### src/hw/rtl/bgd_pkg.sv
// Shared types, codes and sizes for the button gesture detector.
// No dependencies; every other file refers to it by scoped names.
package bgd_pkg;

    localparam int unsigned NUM_W  = 40;   // long dividend width
    localparam int unsigned DEN_W  = 23;   // divisor width (100 * 16 bit)
    localparam int unsigned X_W    = 39;   // 100 * 32-bit time difference

    localparam logic [5:0] DIV_STEPS_LONG  = 6'd40;
    localparam logic [5:0] DIV_STEPS_SHORT = 6'd7;

    // register indexes on the APB port
    localparam logic [2:0] REG_DEBOUNCE     = 3'd0;
    localparam logic [2:0] REG_LONG_PRESS   = 3'd1;
    localparam logic [2:0] REG_DOUBLE_CLICK = 3'd2;
    localparam logic [2:0] REG_CHARGE_FULL  = 3'd3;
    localparam logic [2:0] REG_DECAY        = 3'd4;
    localparam logic [2:0] REG_ACTIVE_LOW   = 3'd5;

    typedef enum logic [2:0] {
        G_NONE   = 3'd0,
        G_DOWN   = 3'd1,
        G_LONG   = 3'd2,
        G_DOUBLE = 3'd3,
        G_CLICK  = 3'd4
    } gesture_t;

    typedef enum logic [1:0] {
        MODE_IDLE     = 2'd0,
        MODE_DEBOUNCE = 2'd1,
        MODE_PRESSED  = 2'd2,
        MODE_WAIT     = 2'd3
    } mode_t;

    typedef enum logic [2:0] {
        ST_IDLE    = 3'd0,
        ST_PREP    = 3'd1,
        ST_DECIDE  = 3'd2,
        ST_LONG    = 3'd3,
        ST_SHORT_C = 3'd4,
        ST_SHORT_D = 3'd5,
        ST_DONE    = 3'd6
    } ctrl_state_t;

    typedef struct packed {
        logic [31:0] now_ms;
        logic        pin_level;
        logic        edge_seen;
        logic        clear_counters;
    } in_t;

    typedef struct packed {
        gesture_t    gesture;
        logic [6:0]  charge_percent;
        logic [15:0] click_total;
        logic [15:0] double_click_total;
        logic [15:0] long_press_total;
    } out_t;

    typedef struct packed {
        logic [15:0] debounce_ms;
        logic [15:0] long_press_ms;
        logic [15:0] double_click_ms;
        logic [15:0] charge_full_ms;
        logic [15:0] decay_ms;
        logic        active_low;
    } cfg_t;

    typedef struct packed {
        logic load;          // accept item, advance gesture machine
        logic prep;          // form 100*dt and level*divisor
        logic start_long;    // (level*d + 100*dt) / (100*d)
        logic start_short_c; // charge remainder / d
        logic start_short_d; // 100*dt / d for decay
        logic take_long;     // add whole hundreds to long-press count
        logic take_short_c;  // new charge level
        logic take_short_d;  // subtract decay step
        logic clear_decay;   // decay drains to zero
        logic out_load;      // write result register
    } cmd_t;

    typedef struct packed {
        logic charging;
        logic decay_ok;
        logic step_ok;
        logic decay_zero;
        logic div_busy;
        logic out_free;
    } status_t;

endpackage

### src/hw/rtl/bgd_div.sv
// Serial restoring divider, one quotient bit per cycle.
// Long mode runs 40 steps; short mode runs 7 (quotient known below 128).
// Depends on bgd_pkg.
module bgd_div (
    input  logic                     clk,
    input  logic                     rst_n,
    input  logic                     start,
    input  logic                     short_mode,
    input  logic [bgd_pkg::NUM_W-1:0] dividend,
    input  logic [bgd_pkg::DEN_W-1:0] divisor,
    output logic                     busy,
    output logic [bgd_pkg::NUM_W-1:0] quotient,
    output logic [bgd_pkg::DEN_W-1:0] remainder
);

    logic [bgd_pkg::DEN_W-1:0] rem_reg, rem_next;
    logic [bgd_pkg::NUM_W-1:0] shf_reg, shf_next;
    logic [bgd_pkg::DEN_W-1:0] den_reg, den_next;
    logic [5:0]                cnt_reg, cnt_next;
    logic                      busy_reg, busy_next;
    logic [bgd_pkg::DEN_W:0]   trial;
    logic [bgd_pkg::DEN_W:0]   diff;
    logic                      fits;

    assign trial = {rem_reg, shf_reg[bgd_pkg::NUM_W-1]};
    assign diff  = trial - {1'b0, den_reg};
    assign fits  = (trial >= {1'b0, den_reg});

    always_comb
    begin
        rem_next  = rem_reg;
        shf_next  = shf_reg;
        den_next  = den_reg;
        cnt_next  = cnt_reg;
        busy_next = busy_reg;
        if (start)
        begin
            den_next  = divisor;
            busy_next = 1'b1;
            if (short_mode)
            begin
                rem_next = {7'd0, dividend[22:7]};
                shf_next = {dividend[6:0], 33'd0};
                cnt_next = bgd_pkg::DIV_STEPS_SHORT;
            end
            else
            begin
                rem_next = '0;
                shf_next = dividend;
                cnt_next = bgd_pkg::DIV_STEPS_LONG;
            end
        end
        else if (busy_reg)
        begin
            if (fits)
                rem_next = diff[bgd_pkg::DEN_W-1:0];
            else
                rem_next = trial[bgd_pkg::DEN_W-1:0];
            shf_next  = {shf_reg[bgd_pkg::NUM_W-2:0], fits};
            cnt_next  = cnt_reg - 6'd1;
            busy_next = (cnt_reg != 6'd1);
        end
    end

    always_ff @(posedge clk or negedge rst_n)
    begin
        if (!rst_n)
        begin
            cnt_reg  <= '0;
            busy_reg <= 1'b0;
        end
        else
        begin
            cnt_reg  <= cnt_next;
            busy_reg <= busy_next;
        end
    end

    always_ff @(posedge clk)
    begin
        rem_reg <= rem_next;
        shf_reg <= shf_next;
        den_reg <= den_next;
    end

    assign busy      = busy_reg;
    assign quotient  = shf_reg;
    assign remainder = rem_reg;

endmodule

### src/hw/rtl/bgd_datapath.sv
// Gesture state, charge state, counters, operand registers and result register.
// Depends on bgd_pkg and bgd_div.
module bgd_datapath (
    input  logic             clk,
    input  logic             rst_n,
    input  bgd_pkg::cfg_t    cfg,
    input  bgd_pkg::in_t     in_item,
    input  bgd_pkg::cmd_t    cmd,
    output bgd_pkg::status_t stat,
    output logic             out_valid,
    input  logic             out_stall,
    output bgd_pkg::out_t    out_item
);

    // architectural state
    bgd_pkg::mode_t  mode_reg, mode_next;
    logic            pend_reg, pend_next;
    logic [31:0]     win_reg, win_next;
    logic [31:0]     pstart_reg, pstart_next;
    logic            scw_reg, scw_next;
    logic            lfired_reg, lfired_next;
    logic            chg_reg, chg_next;
    logic [6:0]      cl_reg, cl_next;
    logic [31:0]     cstart_reg, cstart_next;
    logic [31:0]     dstart_reg, dstart_next;
    logic [15:0]     clicks_reg, clicks_next;
    logic [15:0]     dclicks_reg, dclicks_next;
    logic [15:0]     lp_reg, lp_next;

    // per-item working registers
    logic [31:0]             now_reg;
    logic                    pressed_reg;
    bgd_pkg::gesture_t       gest_reg, gest_next;
    logic [bgd_pkg::X_W-1:0] x_reg;
    logic [22:0]             prod_reg;
    logic [15:0]             deff_reg;

    logic                    out_valid_reg;
    bgd_pkg::out_t           out_reg;

    logic                      pressed;
    logic [15:0]               charge_eff, decay_eff, deff;
    logic [31:0]               dt;
    logic [bgd_pkg::X_W-1:0]   x_full;
    logic [22:0]               prod_full;
    logic [bgd_pkg::DEN_W-1:0] den_long, div_den;
    logic [bgd_pkg::NUM_W-1:0] num_long, div_num;
    logic                      div_start, div_short, div_busy;
    logic [bgd_pkg::NUM_W-1:0] div_q;
    logic [bgd_pkg::DEN_W-1:0] div_r;

    assign pressed    = cfg.active_low ? !in_item.pin_level : in_item.pin_level;
    assign charge_eff = (cfg.charge_full_ms == 16'd0) ? 16'd1 : cfg.charge_full_ms;
    assign decay_eff  = (cfg.decay_ms == 16'd0) ? 16'd1 : cfg.decay_ms;
    assign deff       = chg_reg ? charge_eff : decay_eff;
    assign dt         = now_reg - (chg_reg ? cstart_reg : dstart_reg);
    assign x_full     = {7'd0, dt} * 39'd100;
    assign prod_full  = {7'd0, deff} * {16'd0, cl_reg};

    assign den_long = {7'd0, deff_reg} * 23'd100;
    assign num_long = {17'd0, prod_reg} + {1'b0, x_reg};

    always_comb
    begin
        div_start = cmd.start_long | cmd.start_short_c | cmd.start_short_d;
        div_short = !cmd.start_long;
        div_den   = {7'd0, deff_reg};
        div_num   = {1'b0, x_reg};
        if (cmd.start_long)
        begin
            div_den = den_long;
            div_num = num_long;
        end
        else if (cmd.start_short_c)
        begin
            div_num = {17'd0, div_r};
        end
    end

    bgd_div u_div (
        .clk        (clk),
        .rst_n      (rst_n),
        .start      (div_start),
        .short_mode (div_short),
        .dividend   (div_num),
        .divisor    (div_den),
        .busy       (div_busy),
        .quotient   (div_q),
        .remainder  (div_r)
    );

    always_comb
    begin
        mode_next    = mode_reg;
        pend_next    = pend_reg;
        win_next     = win_reg;
        pstart_next  = pstart_reg;
        scw_next     = scw_reg;
        lfired_next  = lfired_reg;
        chg_next     = chg_reg;
        cl_next      = cl_reg;
        cstart_next  = cstart_reg;
        dstart_next  = dstart_reg;
        clicks_next  = clicks_reg;
        dclicks_next = dclicks_reg;
        lp_next      = lp_reg;
        gest_next    = gest_reg;

        if (cmd.load)
        begin
            if (in_item.clear_counters)
            begin
                clicks_next  = '0;
                dclicks_next = '0;
                lp_next      = '0;
            end
            pend_next = pend_reg | in_item.edge_seen;
            gest_next = bgd_pkg::G_NONE;
            case (mode_reg)
                bgd_pkg::MODE_IDLE:
                begin
                    if (pend_next)
                    begin
                        pend_next = 1'b0;
                        mode_next = bgd_pkg::MODE_DEBOUNCE;
                        win_next  = in_item.now_ms;
                    end
                end
                bgd_pkg::MODE_DEBOUNCE:
                begin
                    if ((in_item.now_ms - win_reg) >= {16'd0, cfg.debounce_ms})
                    begin
                        pend_next = 1'b0;
                        if (pressed)
                        begin
                            mode_next   = bgd_pkg::MODE_PRESSED;
                            pstart_next = in_item.now_ms;
                            lfired_next = 1'b0;
                            chg_next    = 1'b0;
                            gest_next   = bgd_pkg::G_DOWN;
                        end
                        else
                        begin
                            mode_next = bgd_pkg::MODE_IDLE;
                        end
                    end
                end
                bgd_pkg::MODE_PRESSED:
                begin
                    if (!pressed)
                    begin
                        pend_next   = 1'b0;
                        chg_next    = 1'b0;
                        dstart_next = in_item.now_ms;
                        if ((in_item.now_ms - pstart_reg) >= {16'd0, cfg.long_press_ms})
                        begin
                            if (!lfired_reg)
                            begin
                                lfired_next = 1'b1;
                                gest_next   = bgd_pkg::G_LONG;
                            end
                            mode_next = bgd_pkg::MODE_IDLE;
                        end
                        else if (scw_reg)
                        begin
                            scw_next     = 1'b0;
                            dclicks_next = dclicks_next + 16'd1;
                            gest_next    = bgd_pkg::G_DOUBLE;
                            mode_next    = bgd_pkg::MODE_IDLE;
                        end
                        else
                        begin
                            mode_next = bgd_pkg::MODE_WAIT;
                            win_next  = in_item.now_ms;
                        end
                    end
                    else if (((in_item.now_ms - pstart_reg) >= {16'd0, cfg.long_press_ms})
                             && !lfired_reg)
                    begin
                        lfired_next = 1'b1;
                        chg_next    = 1'b1;
                        cstart_next = in_item.now_ms;
                        gest_next   = bgd_pkg::G_LONG;
                    end
                end
                default:
                begin
                    if (pend_next)
                    begin
                        pend_next = 1'b0;
                        scw_next  = 1'b1;
                        mode_next = bgd_pkg::MODE_DEBOUNCE;
                        win_next  = in_item.now_ms;
                    end
                    else if ((in_item.now_ms - win_reg) >= {16'd0, cfg.double_click_ms})
                    begin
                        clicks_next = clicks_next + 16'd1;
                        gest_next   = bgd_pkg::G_CLICK;
                        mode_next   = bgd_pkg::MODE_IDLE;
                    end
                    else if (pressed)
                    begin
                        scw_next  = 1'b1;
                        mode_next = bgd_pkg::MODE_DEBOUNCE;
                        win_next  = in_item.now_ms;
                    end
                end
            endcase
        end

        // charge update steps
        if (cmd.take_long)
            lp_next = lp_reg + div_q[15:0];
        if (cmd.take_short_c)
        begin
            cl_next     = div_q[6:0];
            cstart_next = now_reg;
        end
        if (cmd.take_short_d)
        begin
            cl_next     = cl_reg - div_q[6:0];
            dstart_next = now_reg;
        end
        if (cmd.clear_decay)
        begin
            cl_next     = '0;
            dstart_next = now_reg;
        end
    end

    always_ff @(posedge clk or negedge rst_n)
    begin
        if (!rst_n)
        begin
            mode_reg      <= bgd_pkg::MODE_IDLE;
            pend_reg      <= 1'b0;
            win_reg       <= '0;
            pstart_reg    <= '0;
            scw_reg       <= 1'b0;
            lfired_reg    <= 1'b0;
            chg_reg       <= 1'b0;
            cl_reg        <= '0;
            cstart_reg    <= '0;
            dstart_reg    <= '0;
            clicks_reg    <= '0;
            dclicks_reg   <= '0;
            lp_reg        <= '0;
            out_valid_reg <= 1'b0;
        end
        else
        begin
            mode_reg    <= mode_next;
            pend_reg    <= pend_next;
            win_reg     <= win_next;
            pstart_reg  <= pstart_next;
            scw_reg     <= scw_next;
            lfired_reg  <= lfired_next;
            chg_reg     <= chg_next;
            cl_reg      <= cl_next;
            cstart_reg  <= cstart_next;
            dstart_reg  <= dstart_next;
            clicks_reg  <= clicks_next;
            dclicks_reg <= dclicks_next;
            lp_reg      <= lp_next;
            if (cmd.out_load)
                out_valid_reg <= 1'b1;
            else if (!out_stall)
                out_valid_reg <= 1'b0;
        end
    end

    always_ff @(posedge clk)
    begin
        gest_reg <= gest_next;
        if (cmd.load)
        begin
            now_reg     <= in_item.now_ms;
            pressed_reg <= pressed;
        end
        if (cmd.prep)
        begin
            x_reg    <= x_full;
            prod_reg <= prod_full;
            deff_reg <= deff;
        end
        if (cmd.out_load)
        begin
            out_reg.gesture            <= gest_reg;
            out_reg.charge_percent     <= cl_reg;
            out_reg.click_total        <= clicks_reg;
            out_reg.double_click_total <= dclicks_reg;
            out_reg.long_press_total   <= lp_reg;
        end
    end

    assign stat.charging   = chg_reg;
    assign stat.decay_ok   = !pressed_reg && (cl_reg != 7'd0);
    assign stat.step_ok    = (x_reg >= {23'd0, deff_reg});
    assign stat.decay_zero = (x_reg >= {16'd0, prod_reg});
    assign stat.div_busy   = div_busy;
    assign stat.out_free   = !out_valid_reg || !out_stall;

    assign out_valid = out_valid_reg;
    assign out_item  = out_reg;

endmodule

### src/hw/rtl/bgd_ctrl.sv
// Sequencer for one item: gesture step, operand prep, divider runs, result write.
// Depends on bgd_pkg.
module bgd_ctrl (
    input  logic             clk,
    input  logic             rst_n,
    input  logic             in_valid,
    output logic             in_stall,
    input  bgd_pkg::status_t stat,
    output bgd_pkg::cmd_t    cmd
);

    bgd_pkg::ctrl_state_t state_reg, state_next;

    always_comb
    begin
        state_next = state_reg;
        case (state_reg)
            bgd_pkg::ST_IDLE:
                if (in_valid)
                    state_next = bgd_pkg::ST_PREP;
            bgd_pkg::ST_PREP:
                state_next = bgd_pkg::ST_DECIDE;
            bgd_pkg::ST_DECIDE:
            begin
                if (stat.charging)
                    state_next = stat.step_ok ? bgd_pkg::ST_LONG : bgd_pkg::ST_DONE;
                else if (stat.decay_ok && stat.step_ok && !stat.decay_zero)
                    state_next = bgd_pkg::ST_SHORT_D;
                else
                    state_next = bgd_pkg::ST_DONE;
            end
            bgd_pkg::ST_LONG:
                if (!stat.div_busy)
                    state_next = bgd_pkg::ST_SHORT_C;
            bgd_pkg::ST_SHORT_C,
            bgd_pkg::ST_SHORT_D:
                if (!stat.div_busy)
                    state_next = bgd_pkg::ST_DONE;
            bgd_pkg::ST_DONE:
                if (stat.out_free)
                    state_next = bgd_pkg::ST_IDLE;
            default:
                state_next = bgd_pkg::ST_IDLE;
        endcase
    end

    always_comb
    begin
        cmd      = '0;
        in_stall = 1'b1;
        case (state_reg)
            bgd_pkg::ST_IDLE:
            begin
                in_stall = 1'b0;
                cmd.load = in_valid;
            end
            bgd_pkg::ST_PREP:
                cmd.prep = 1'b1;
            bgd_pkg::ST_DECIDE:
            begin
                if (stat.charging)
                    cmd.start_long = stat.step_ok;
                else if (stat.decay_ok && stat.step_ok)
                begin
                    cmd.clear_decay   = stat.decay_zero;
                    cmd.start_short_d = !stat.decay_zero;
                end
            end
            bgd_pkg::ST_LONG:
            begin
                cmd.take_long     = !stat.div_busy;
                cmd.start_short_c = !stat.div_busy;
            end
            bgd_pkg::ST_SHORT_C:
                cmd.take_short_c = !stat.div_busy;
            bgd_pkg::ST_SHORT_D:
                cmd.take_short_d = !stat.div_busy;
            bgd_pkg::ST_DONE:
                cmd.out_load = stat.out_free;
            default:
                cmd = '0;
        endcase
    end

    always_ff @(posedge clk or negedge rst_n)
    begin
        if (!rst_n)
            state_reg <= bgd_pkg::ST_IDLE;
        else
            state_reg <= state_next;
    end

endmodule

### src/hw/rtl/button_gesture_detector_unit.sv
// Button gesture detector: debounce, click, double click, long press, charge.
// Sequence: item taken, operand prep, decide, then a 40-step and a 7-step serial division
// for a charge step or one 7-step division for a decay step, then the result write.
// Items: the next item is taken only after the last result is written; a stalled result
// waits in the output register and only holds the next item in its final state.
// Reset: async active-low rst_n clears state; config 20/1000/300/2000/3000 ms, active low.
module button_gesture_detector_unit (
    input  logic                clk,
    input  logic                rst_n,
    // poll items in
    input  logic                in_valid,
    output logic                in_stall,
    input  bgd_pkg::in_t        in_item,
    // result items out
    output logic                out_valid,
    input  logic                out_stall,
    output bgd_pkg::out_t       out_item,
    // APB configuration port
    input  logic                psel,
    input  logic                penable,
    input  logic                pwrite,
    input  logic [4:0]          paddr,
    input  logic [31:0]         pwdata,
    output logic [31:0]         prdata,
    output logic                pready
);

    // configuration registers
    bgd_pkg::cfg_t cfg_reg, cfg_next;
    logic          wr_en;
    logic [2:0]    reg_idx;

    bgd_pkg::cmd_t    cmd;
    bgd_pkg::status_t stat;

    assign pready  = 1'b1;
    assign reg_idx = paddr[4:2];
    assign wr_en   = psel && penable && pwrite;

    always_comb
    begin
        cfg_next = cfg_reg;
        if (wr_en)
        begin
            case (reg_idx)
                bgd_pkg::REG_DEBOUNCE:     cfg_next.debounce_ms     = pwdata[15:0];
                bgd_pkg::REG_LONG_PRESS:   cfg_next.long_press_ms   = pwdata[15:0];
                bgd_pkg::REG_DOUBLE_CLICK: cfg_next.double_click_ms = pwdata[15:0];
                bgd_pkg::REG_CHARGE_FULL:  cfg_next.charge_full_ms  = pwdata[15:0];
                bgd_pkg::REG_DECAY:        cfg_next.decay_ms        = pwdata[15:0];
                bgd_pkg::REG_ACTIVE_LOW:   cfg_next.active_low      = pwdata[0];
                default:                   cfg_next = cfg_reg;  // unmapped: ignored
            endcase
        end
    end

    always_comb
    begin
        case (reg_idx)
            bgd_pkg::REG_DEBOUNCE:     prdata = {16'd0, cfg_reg.debounce_ms};
            bgd_pkg::REG_LONG_PRESS:   prdata = {16'd0, cfg_reg.long_press_ms};
            bgd_pkg::REG_DOUBLE_CLICK: prdata = {16'd0, cfg_reg.double_click_ms};
            bgd_pkg::REG_CHARGE_FULL:  prdata = {16'd0, cfg_reg.charge_full_ms};
            bgd_pkg::REG_DECAY:        prdata = {16'd0, cfg_reg.decay_ms};
            bgd_pkg::REG_ACTIVE_LOW:   prdata = {31'd0, cfg_reg.active_low};
            default:                   prdata = '0;
        endcase
    end

    always_ff @(posedge clk or negedge rst_n)
    begin
        if (!rst_n)
        begin
            cfg_reg.debounce_ms     <= 16'd20;
            cfg_reg.long_press_ms   <= 16'd1000;
            cfg_reg.double_click_ms <= 16'd300;
            cfg_reg.charge_full_ms  <= 16'd2000;
            cfg_reg.decay_ms        <= 16'd3000;
            cfg_reg.active_low      <= 1'b1;
        end
        else
        begin
            cfg_reg <= cfg_next;
        end
    end

    // sequencer: one item through gesture step, charge arithmetic, result write
    bgd_ctrl u_ctrl (
        .clk      (clk),
        .rst_n    (rst_n),
        .in_valid (in_valid),
        .in_stall (in_stall),
        .stat     (stat),
        .cmd      (cmd)
    );

    // state, serial divider and the output register
    bgd_datapath u_dp (
        .clk       (clk),
        .rst_n     (rst_n),
        .cfg       (cfg_reg),
        .in_item   (in_item),
        .cmd       (cmd),
        .stat      (stat),
        .out_valid (out_valid),
        .out_stall (out_stall),
        .out_item  (out_item)
    );

endmodule

### config.mk
export PLATFORM = sky130hd
export DESIGN_NAME = button_gesture_detector_unit
export DESIGN_NICKNAME = d
export VERILOG_FILES = /design/src/hw/rtl/bgd_pkg.sv /design/src/hw/rtl/bgd_div.sv /design/src/hw/rtl/bgd_datapath.sv /design/src/hw/rtl/bgd_ctrl.sv /design/src/hw/rtl/button_gesture_detector_unit.sv
export SDC_FILE = /design/constraint.sdc
export NUM_CORES = 2
export LEC_CHECK = 0
export BUFFER_PORTS_ARGS = -buffer_cell sky130_fd_sc_hd__buf_4
export CORE_ASPECT_RATIO = 1.4
export CORE_MARGIN = 2
export CORE_UTILIZATION = 58
export CTS_CLUSTER_DIAMETER = 150
export DETAILED_ROUTE_END_ITERATION = 12
export PLACE_DENSITY = 0.79
export SLEW_MARGIN = 15
export SYNTH_ARGS = -nofsm -noshare
export SYNTH_HDL_FRONTEND = slang
export SYNTH_HIERARCHICAL = 1
export SYNTH_SLANG_ARGS = --single-unit
### constraint.sdc
create_clock -name clk -period 7.48 [get_ports clk]
set_input_delay 0.374 -clock clk [delete_from_list [all_inputs] [get_ports clk]]
set_output_delay 0.374 -clock clk [all_outputs]
set_load 0.05 [all_outputs]
### Word-level counts from Yosys, hierarchy flattened

Index checks and enable logic that the tools add are counted.

| word-level totals | value |
|---|---|
| register bits after elaboration | 537 |
| input bits | 79 |
| output and inout bits | 93 |
| logic and storage cells | 262 |

| cells by class | value |
|---|---|
| $add $sub $neg | 10 |
| multiply operators | 3 |
| magnitude comparators | 6 |
| eq/ne operators | 29 |
| muxes and demuxes | 118 |
| bitwise logic cells | 5 |
| reductions and logical operators | 52 |

Operators by type and width:

| kind | count |
|---|---|
| 2-to-1 mux 32 bit | 18 |
| 2-to-1 mux 16 bit | 19 |
| 2-to-1 mux 40 bit | 4 |
| greater-or-equal comparator 32 x 16 -> 1 bit | 3 |
| case mux 16 bit (6 select lines) | 1 |
| case mux 32 bit (3 select lines) | 1 |
| subtractor 32 bit | 3 |
| 2-to-1 mux 23 bit | 3 |
| adder 23 x 39 -> 40 bit | 1 |
| greater-or-equal comparator 39 x 16 -> 1 bit | 1 |
| greater-or-equal comparator 39 x 23 -> 1 bit | 1 |
| 2-to-1 mux 39 bit | 1 |
| multiplier 32 x 5 -> 37 bit, second input constant | 1 |
| 2-to-1 mux 1 bit | 34 |
| 2-to-1 mux 3 bit | 11 |
| adder 16 x 1 -> 16 bit, second input constant | 2 |
| zero test 16 bit | 2 |
| 2-to-1 mux 2 bit | 13 |
| greater-or-equal comparator 24 x 23 -> 1 bit | 1 |
| multiplier 16 x 7 -> 23 bit | 1 |
| subtractor 23 bit | 1 |
| multiplier 16 x 5 -> 21 bit, second input constant | 1 |
| 2-to-1 mux 7 bit | 3 |
| 2-to-1 mux 6 bit | 3 |
| 37 further kinds | 94 |

### Logic depth before layout (Yosys ltp)

| logic depth | value |
|---|---|
| depth after elaboration | 8 |
| gate-level depth with buffers | 35 |
| depth with buffers taken out | 32 |

### By module

Netlist, hierarchy kept.

By module, submodules not included:

| module | times used | cells each | area an instance (sq um) | sequential area each (sq um) |
|---|---|---|---|---|
| bgd_datapath | 1 | 3517 | 32512.4 | 9859.5 |
| bgd_div | 1 | 511 | 5328.9 | 2757.6 |
| button_gesture_detector_unit | 1 | 304 | 4031.4 | 2059.5 |
| bgd_ctrl | 1 | 37 | 317.8 | 75.1 |

### Worst setup path before layout

Ideal clock, no wire load.

| timing path | value |
|---|---|
| kind | register -> register |
| start point | reg u_dp.chg_reg |
| end point | reg u_dp/x_reg[38] (netlist bit), data pin |
| library setup time | 258 ps |
| arrival | 7123 ps |
| required time | 7222 ps |
| setup slack | 100 ps |
| cell stages (with the launch flop) | 36 |
| buffers on the path | 3 |
| clock period less this slack | 7380 ps |
| path through | dfrtp_1 clkbuf_1 clkbuf_1 clkbuf_1 mux2i_1 ha_1 nor2b_1 o21ai_0 a21boi_0 o211ai_1 a21oi_1 o21ai_0 nand2b_1 nor3_1 nor2_1 a21oi_1 o21bai_1 xor2_1 ha_1 ha_1 inv_1 fa_1 inv_1 ha_1 nand2_1 o21ai_0 o22a_1 o211ai_1 a21oi_1 nor4_1 nor4_1 a2111oi_0 or3_1 o21ai_0 a21oi_1 xnor2_1 |

| on the way | value |
|---|---|
| cells in the longest elaborated chain, start to end | 3 |

RTL lines:

| what | RTL line | source |
|---|---|---|
| start, declared | bgd_datapath.sv:22 | `logic chg_reg, chg_next;` |
| start signal, assigned | bgd_datapath.sv:258 | `chg_reg <= chg_next;` |
| 2-to-1 mux 32 bit | bgd_datapath.sv:56 | `assign dt = now_reg - (chg_reg ? cstart_reg : dstart_reg);` |
| subtractor 32 bit | bgd_datapath.sv:56 |  |
| multiplier 32 x 5 -> 37 bit | bgd_datapath.sv:57 | `assign x_full = {7'd0, dt} * 39'd100;` |
| via u_dp.x_full (one bit) | bgd_datapath.sv:44 | `logic [bgd_pkg::X_W-1:0] x_full;` |
| end signal, assigned | bgd_datapath.sv:282 | `x_reg <= x_full;` |
| end, declared | bgd_datapath.sv:34 | `logic [bgd_pkg::X_W-1:0] x_reg;` |

The timed path passes the listed nets, and every way through them passes these cells.
A chain may end at the register's enable or synchronous reset.

### Worst setup path after layout

| timing path | value |
|---|---|
| start point | in in_item[3] (netlist bit) |
| end point | reg u_dp.win_reg[23] |

| on the way | value |
|---|---|
| cells in the longest elaborated chain, start to end | 4 |
| elaborated cells on any way between the ends | 7 |
| those cells by class | add/sub: 2; order compare: 2; eq/ne: 2; reduce/logical: 1 |

RTL lines:

| what | RTL line | source |
|---|---|---|
| start, declared | button_gesture_detector_unit.sv:13 | `input bgd_pkg::in_t in_item,` |
| subtractor 32 bit, on equally long branches | bgd_datapath.sv:195, bgd_datapath.sv:155 |  |
| greater-or-equal comparator 32 x 16 -> 1 bit, on equally long branches | bgd_datapath.sv:195, bgd_datapath.sv:155 |  |
| inequality test 3 x 2 -> 1 bit (no source line) / inequality test 2 bit (equally long branches) | - |  |
| AND reduction 8 bit (no source line) * | - |  |
| end signal, assigned | bgd_datapath.sv:254 | `win_reg <= win_next;` |
| end, declared | bgd_datapath.sv:18 | `logic [31:0] win_reg, win_next;` |

Mark *: on every way between the ends. The rest lies on a longest branch, timed or not.

==> reports/results.ini <==
[outcome]
status=completed

[synth]
synth-simple-area-share_pct=13.0
synth_area_leaders=edfxtp_1 18%, dfrtp_1 15%, ha_1 13%, fa_1 5.4%, inv_1 4.3%
synthMuxAreaShare_pct=7.65
synth_xor_area_share_pct=4.40
synth_edf_count=256
yosysWarningCount=6
synthAdderAreaFrac_pct=18.5
avgSynthCellArea_um2=9.66
yosysTopAreaCellShare_pct=18.2
synth-compound-area-share_pct=15.2
synth_top_family_by_area=adder cells
synth.cell_area_um2=42200
synthArstFlopShare_pct=52.3
synth.largest_area_cell=edfxtp_1
synthCells=4369
synth.distinct_cells=113
synth_flop_cell=edfxtp_1
synth-seq-area-share_pct=35.0
synth-seq-cells=537

[setup_path]
cp-start-kind=input pin
path_max_fanout=32
cp-end-kind=flop
cp_data_arrival_time_ps=7600
required_ps=7970
critPathKind=in2reg
reg2reg_setup_slack_ps=370

[place]
gp_congestion=0.960
io_buffers=136
hpwlAfterDp_um=80000

[sta]
period_needed_ps=7110
rsz0062_at_grt=yes
clock.fmax_mhz=141
fin_setup_tns_ps=0
max_slew_margin_pct=23.2
finalCritPeriodShare_pct=95.1
skew_ps=31.6
slew_violations=0
setup_viol=0
timing.hold.ws_ps=29.2
worstMarginPinSlew_ps=1150
finalHoldViolations=0

[grt]
grt-ovfl-total=0
grt.busiest_layer=met2
grt_antenna_before_repair=4
grt_util_met1_pct=31.4
grt_use_total_pct=28.1
met3_usage_pct=2.84
grt_start_max_net_pins=146
grt_pass1_vias=32699
grt_use_met2_pct=51.0
grt_pass1_wl_um=168000

[clock_tree]
worstSkewPairLatency_ps=640
cts_buffer_depth=3
path_clk_slew_ps=70
cts_tree=built
cts_htree_levels=2
cts.sinks=537
cts_root_buffer=clkbuf_16
cts-buffers-inserted=53

[cells_and_area]
nNetsFinal=5125
post-route-util_pct=64.1
seq_area_um2=14800
drive_gt1_share_pct=11.2
area_growth_syn_to_layout_pct=9.90
multi_input_area_um2=25000
fill_cells=5822
largest_reg_flops=81

[die]
die_y_um=323
core_um2=72300
die_w_um=232
initial_core_util_pct=58.3
die-area_um2=74900
io-pin-count=172
rows=117

[routing]
drc_errors=0
drtAntennaViolNets=0
routed_wl_um=106000
vias_per_cell=5.96
drt_first_pass_iters=7
vias=32751
wl_per_cell_um=19.3
drt_iter0_markers=1991

[min_path]
hold_class=in2reg

[flow_run]
drv_cap=0

[path summary, 6_finish.rpt]
path                                             from                      endpoint  cells past startpoint
setup reg to reg              cfg_reg[15]$_DFFE_PN0P_   u_dp/prod_reg[22]$_DFFE_PP_                     24
max in group asynchronous                       rst_n   u_dp/lp_reg[11]$_DFFE_PN0P_                      3
hold / removal                            in_item[27]    u_dp/now_reg[24]$_DFFE_PP_                      1
setup / recovery                           in_item[3]  u_dp/win_reg[23]$_DFFE_PN0P_                     26
min in group asynchronous                       rst_n       cfg_reg[39]$_DFFE_PN0P_                      2
hold reg to reg            u_dp/gest_reg[2]$_DFFE_PP_   u_dp/out_item[57]$_DFFE_PP_                      0
[metrics by stage]
stage,area [um^2],cells,setup slack (ps)
floorplan,42200,4384,99.8
global placement,44100,5344,289
detailed placement,44100,5344,121
CTS,46200,5481,108
global route,46400,5490,-106
finish,46400,5491,369
[critical path, cell delays in order]
cell and delay, ps:
dlygate4sd3_1 600, buf_4 170, inv_1 100, ha_1 210, inv_1 60, fa_1 420
a211oi_1 340, o21ai_0 220, a31o_2 330, a21o_1 210, xor2_1 150, ha_1 320
and3_1 150, o21ai_0 310, o2111ai_1 200, a2111oi_0 680, o221ai_1 230, or4_1 430
nor4b_1 410, nand4b_1 160, nor4b_1 390, buf_4 220, nand3b_1 120, a21boi_4 200
buf_12 220, mux2_2 360
[area by class of cell]
type                    instances  area share (%)
diodes                          5          0.0270
clock buffers                  61            3.04
clock inverters                39           0.780
inverters                     482            3.90
multi-input cells            3192            53.9
flip-flops and latches        537            31.8
well taps                     952            2.57
repair buffers                223            3.99
[routing by layer]
layer / wire length (um) / part of all wire, %
met1: 39600 / 37
met2: 54100 / 51
met3: 4730 / 4.5
met4: 7540 / 7.1
met5: 0 / 0
[cells in the mapped netlist, drive strengths merged (88+ instances only)]
cell type	count
inv	481
ha	443
nand2	382
o21ai	319
edfxtp	256
dfrtp	255
a21oi	228
nor2	216
mux2i	171
xnor2	132
mux2	129
fa	114
clkbuf	111
a21o	88
[what timing repair did]
action | 4_1_cts | 5_1_grt
hold buffers | 37 | 0
gates resized for setup | 0 | 13
hold endpoints to repair | 122 | 0
endpoints found under the setup margin | 0 | 7
buffers inserted | 0 | 4
[layout by cell type (no fill, tap or decap), drive strengths merged, types with 21 or more instances in the layout]
cell type,netlist,routed
a211oi,37,37
a21o,88,88
a21oi,228,228
a31oi,22,22
and2,48,48
and3,26,26
buf,62,185
clkbuf,111,62
clkinv,1,28
dfrtp,255,255
dfstp,26,26
dlygate4sd3,0,37
edfxtp,256,256
fa,114,114
ha,443,443
inv,481,482
mux2,129,129
mux2i,171,171
nand2,382,382
nand2b,32,32
nand3,73,73
nand4,55,55
nor2,216,216
nor2b,71,71
nor3,64,64
nor4,30,30
o211ai,26,26
o21a,58,58
o21ai,319,319
o21bai,38,38
o31ai,26,26
or3,21,21
xnor2,132,132
xor2,80,80
[cell families after synthesis]
kind of cell,after synthesis
and+or+nand+nor,1097
AOI/OAI and AO/OA,1008
buffers and inverters,655
adders and majority gates,557
DFF,537
muxes,301
xor gates and xnor gates,212
other,2
Power is not shown: default switching activity piles up to over one toggle a cycle in this logic, so the estimate is an artifact.
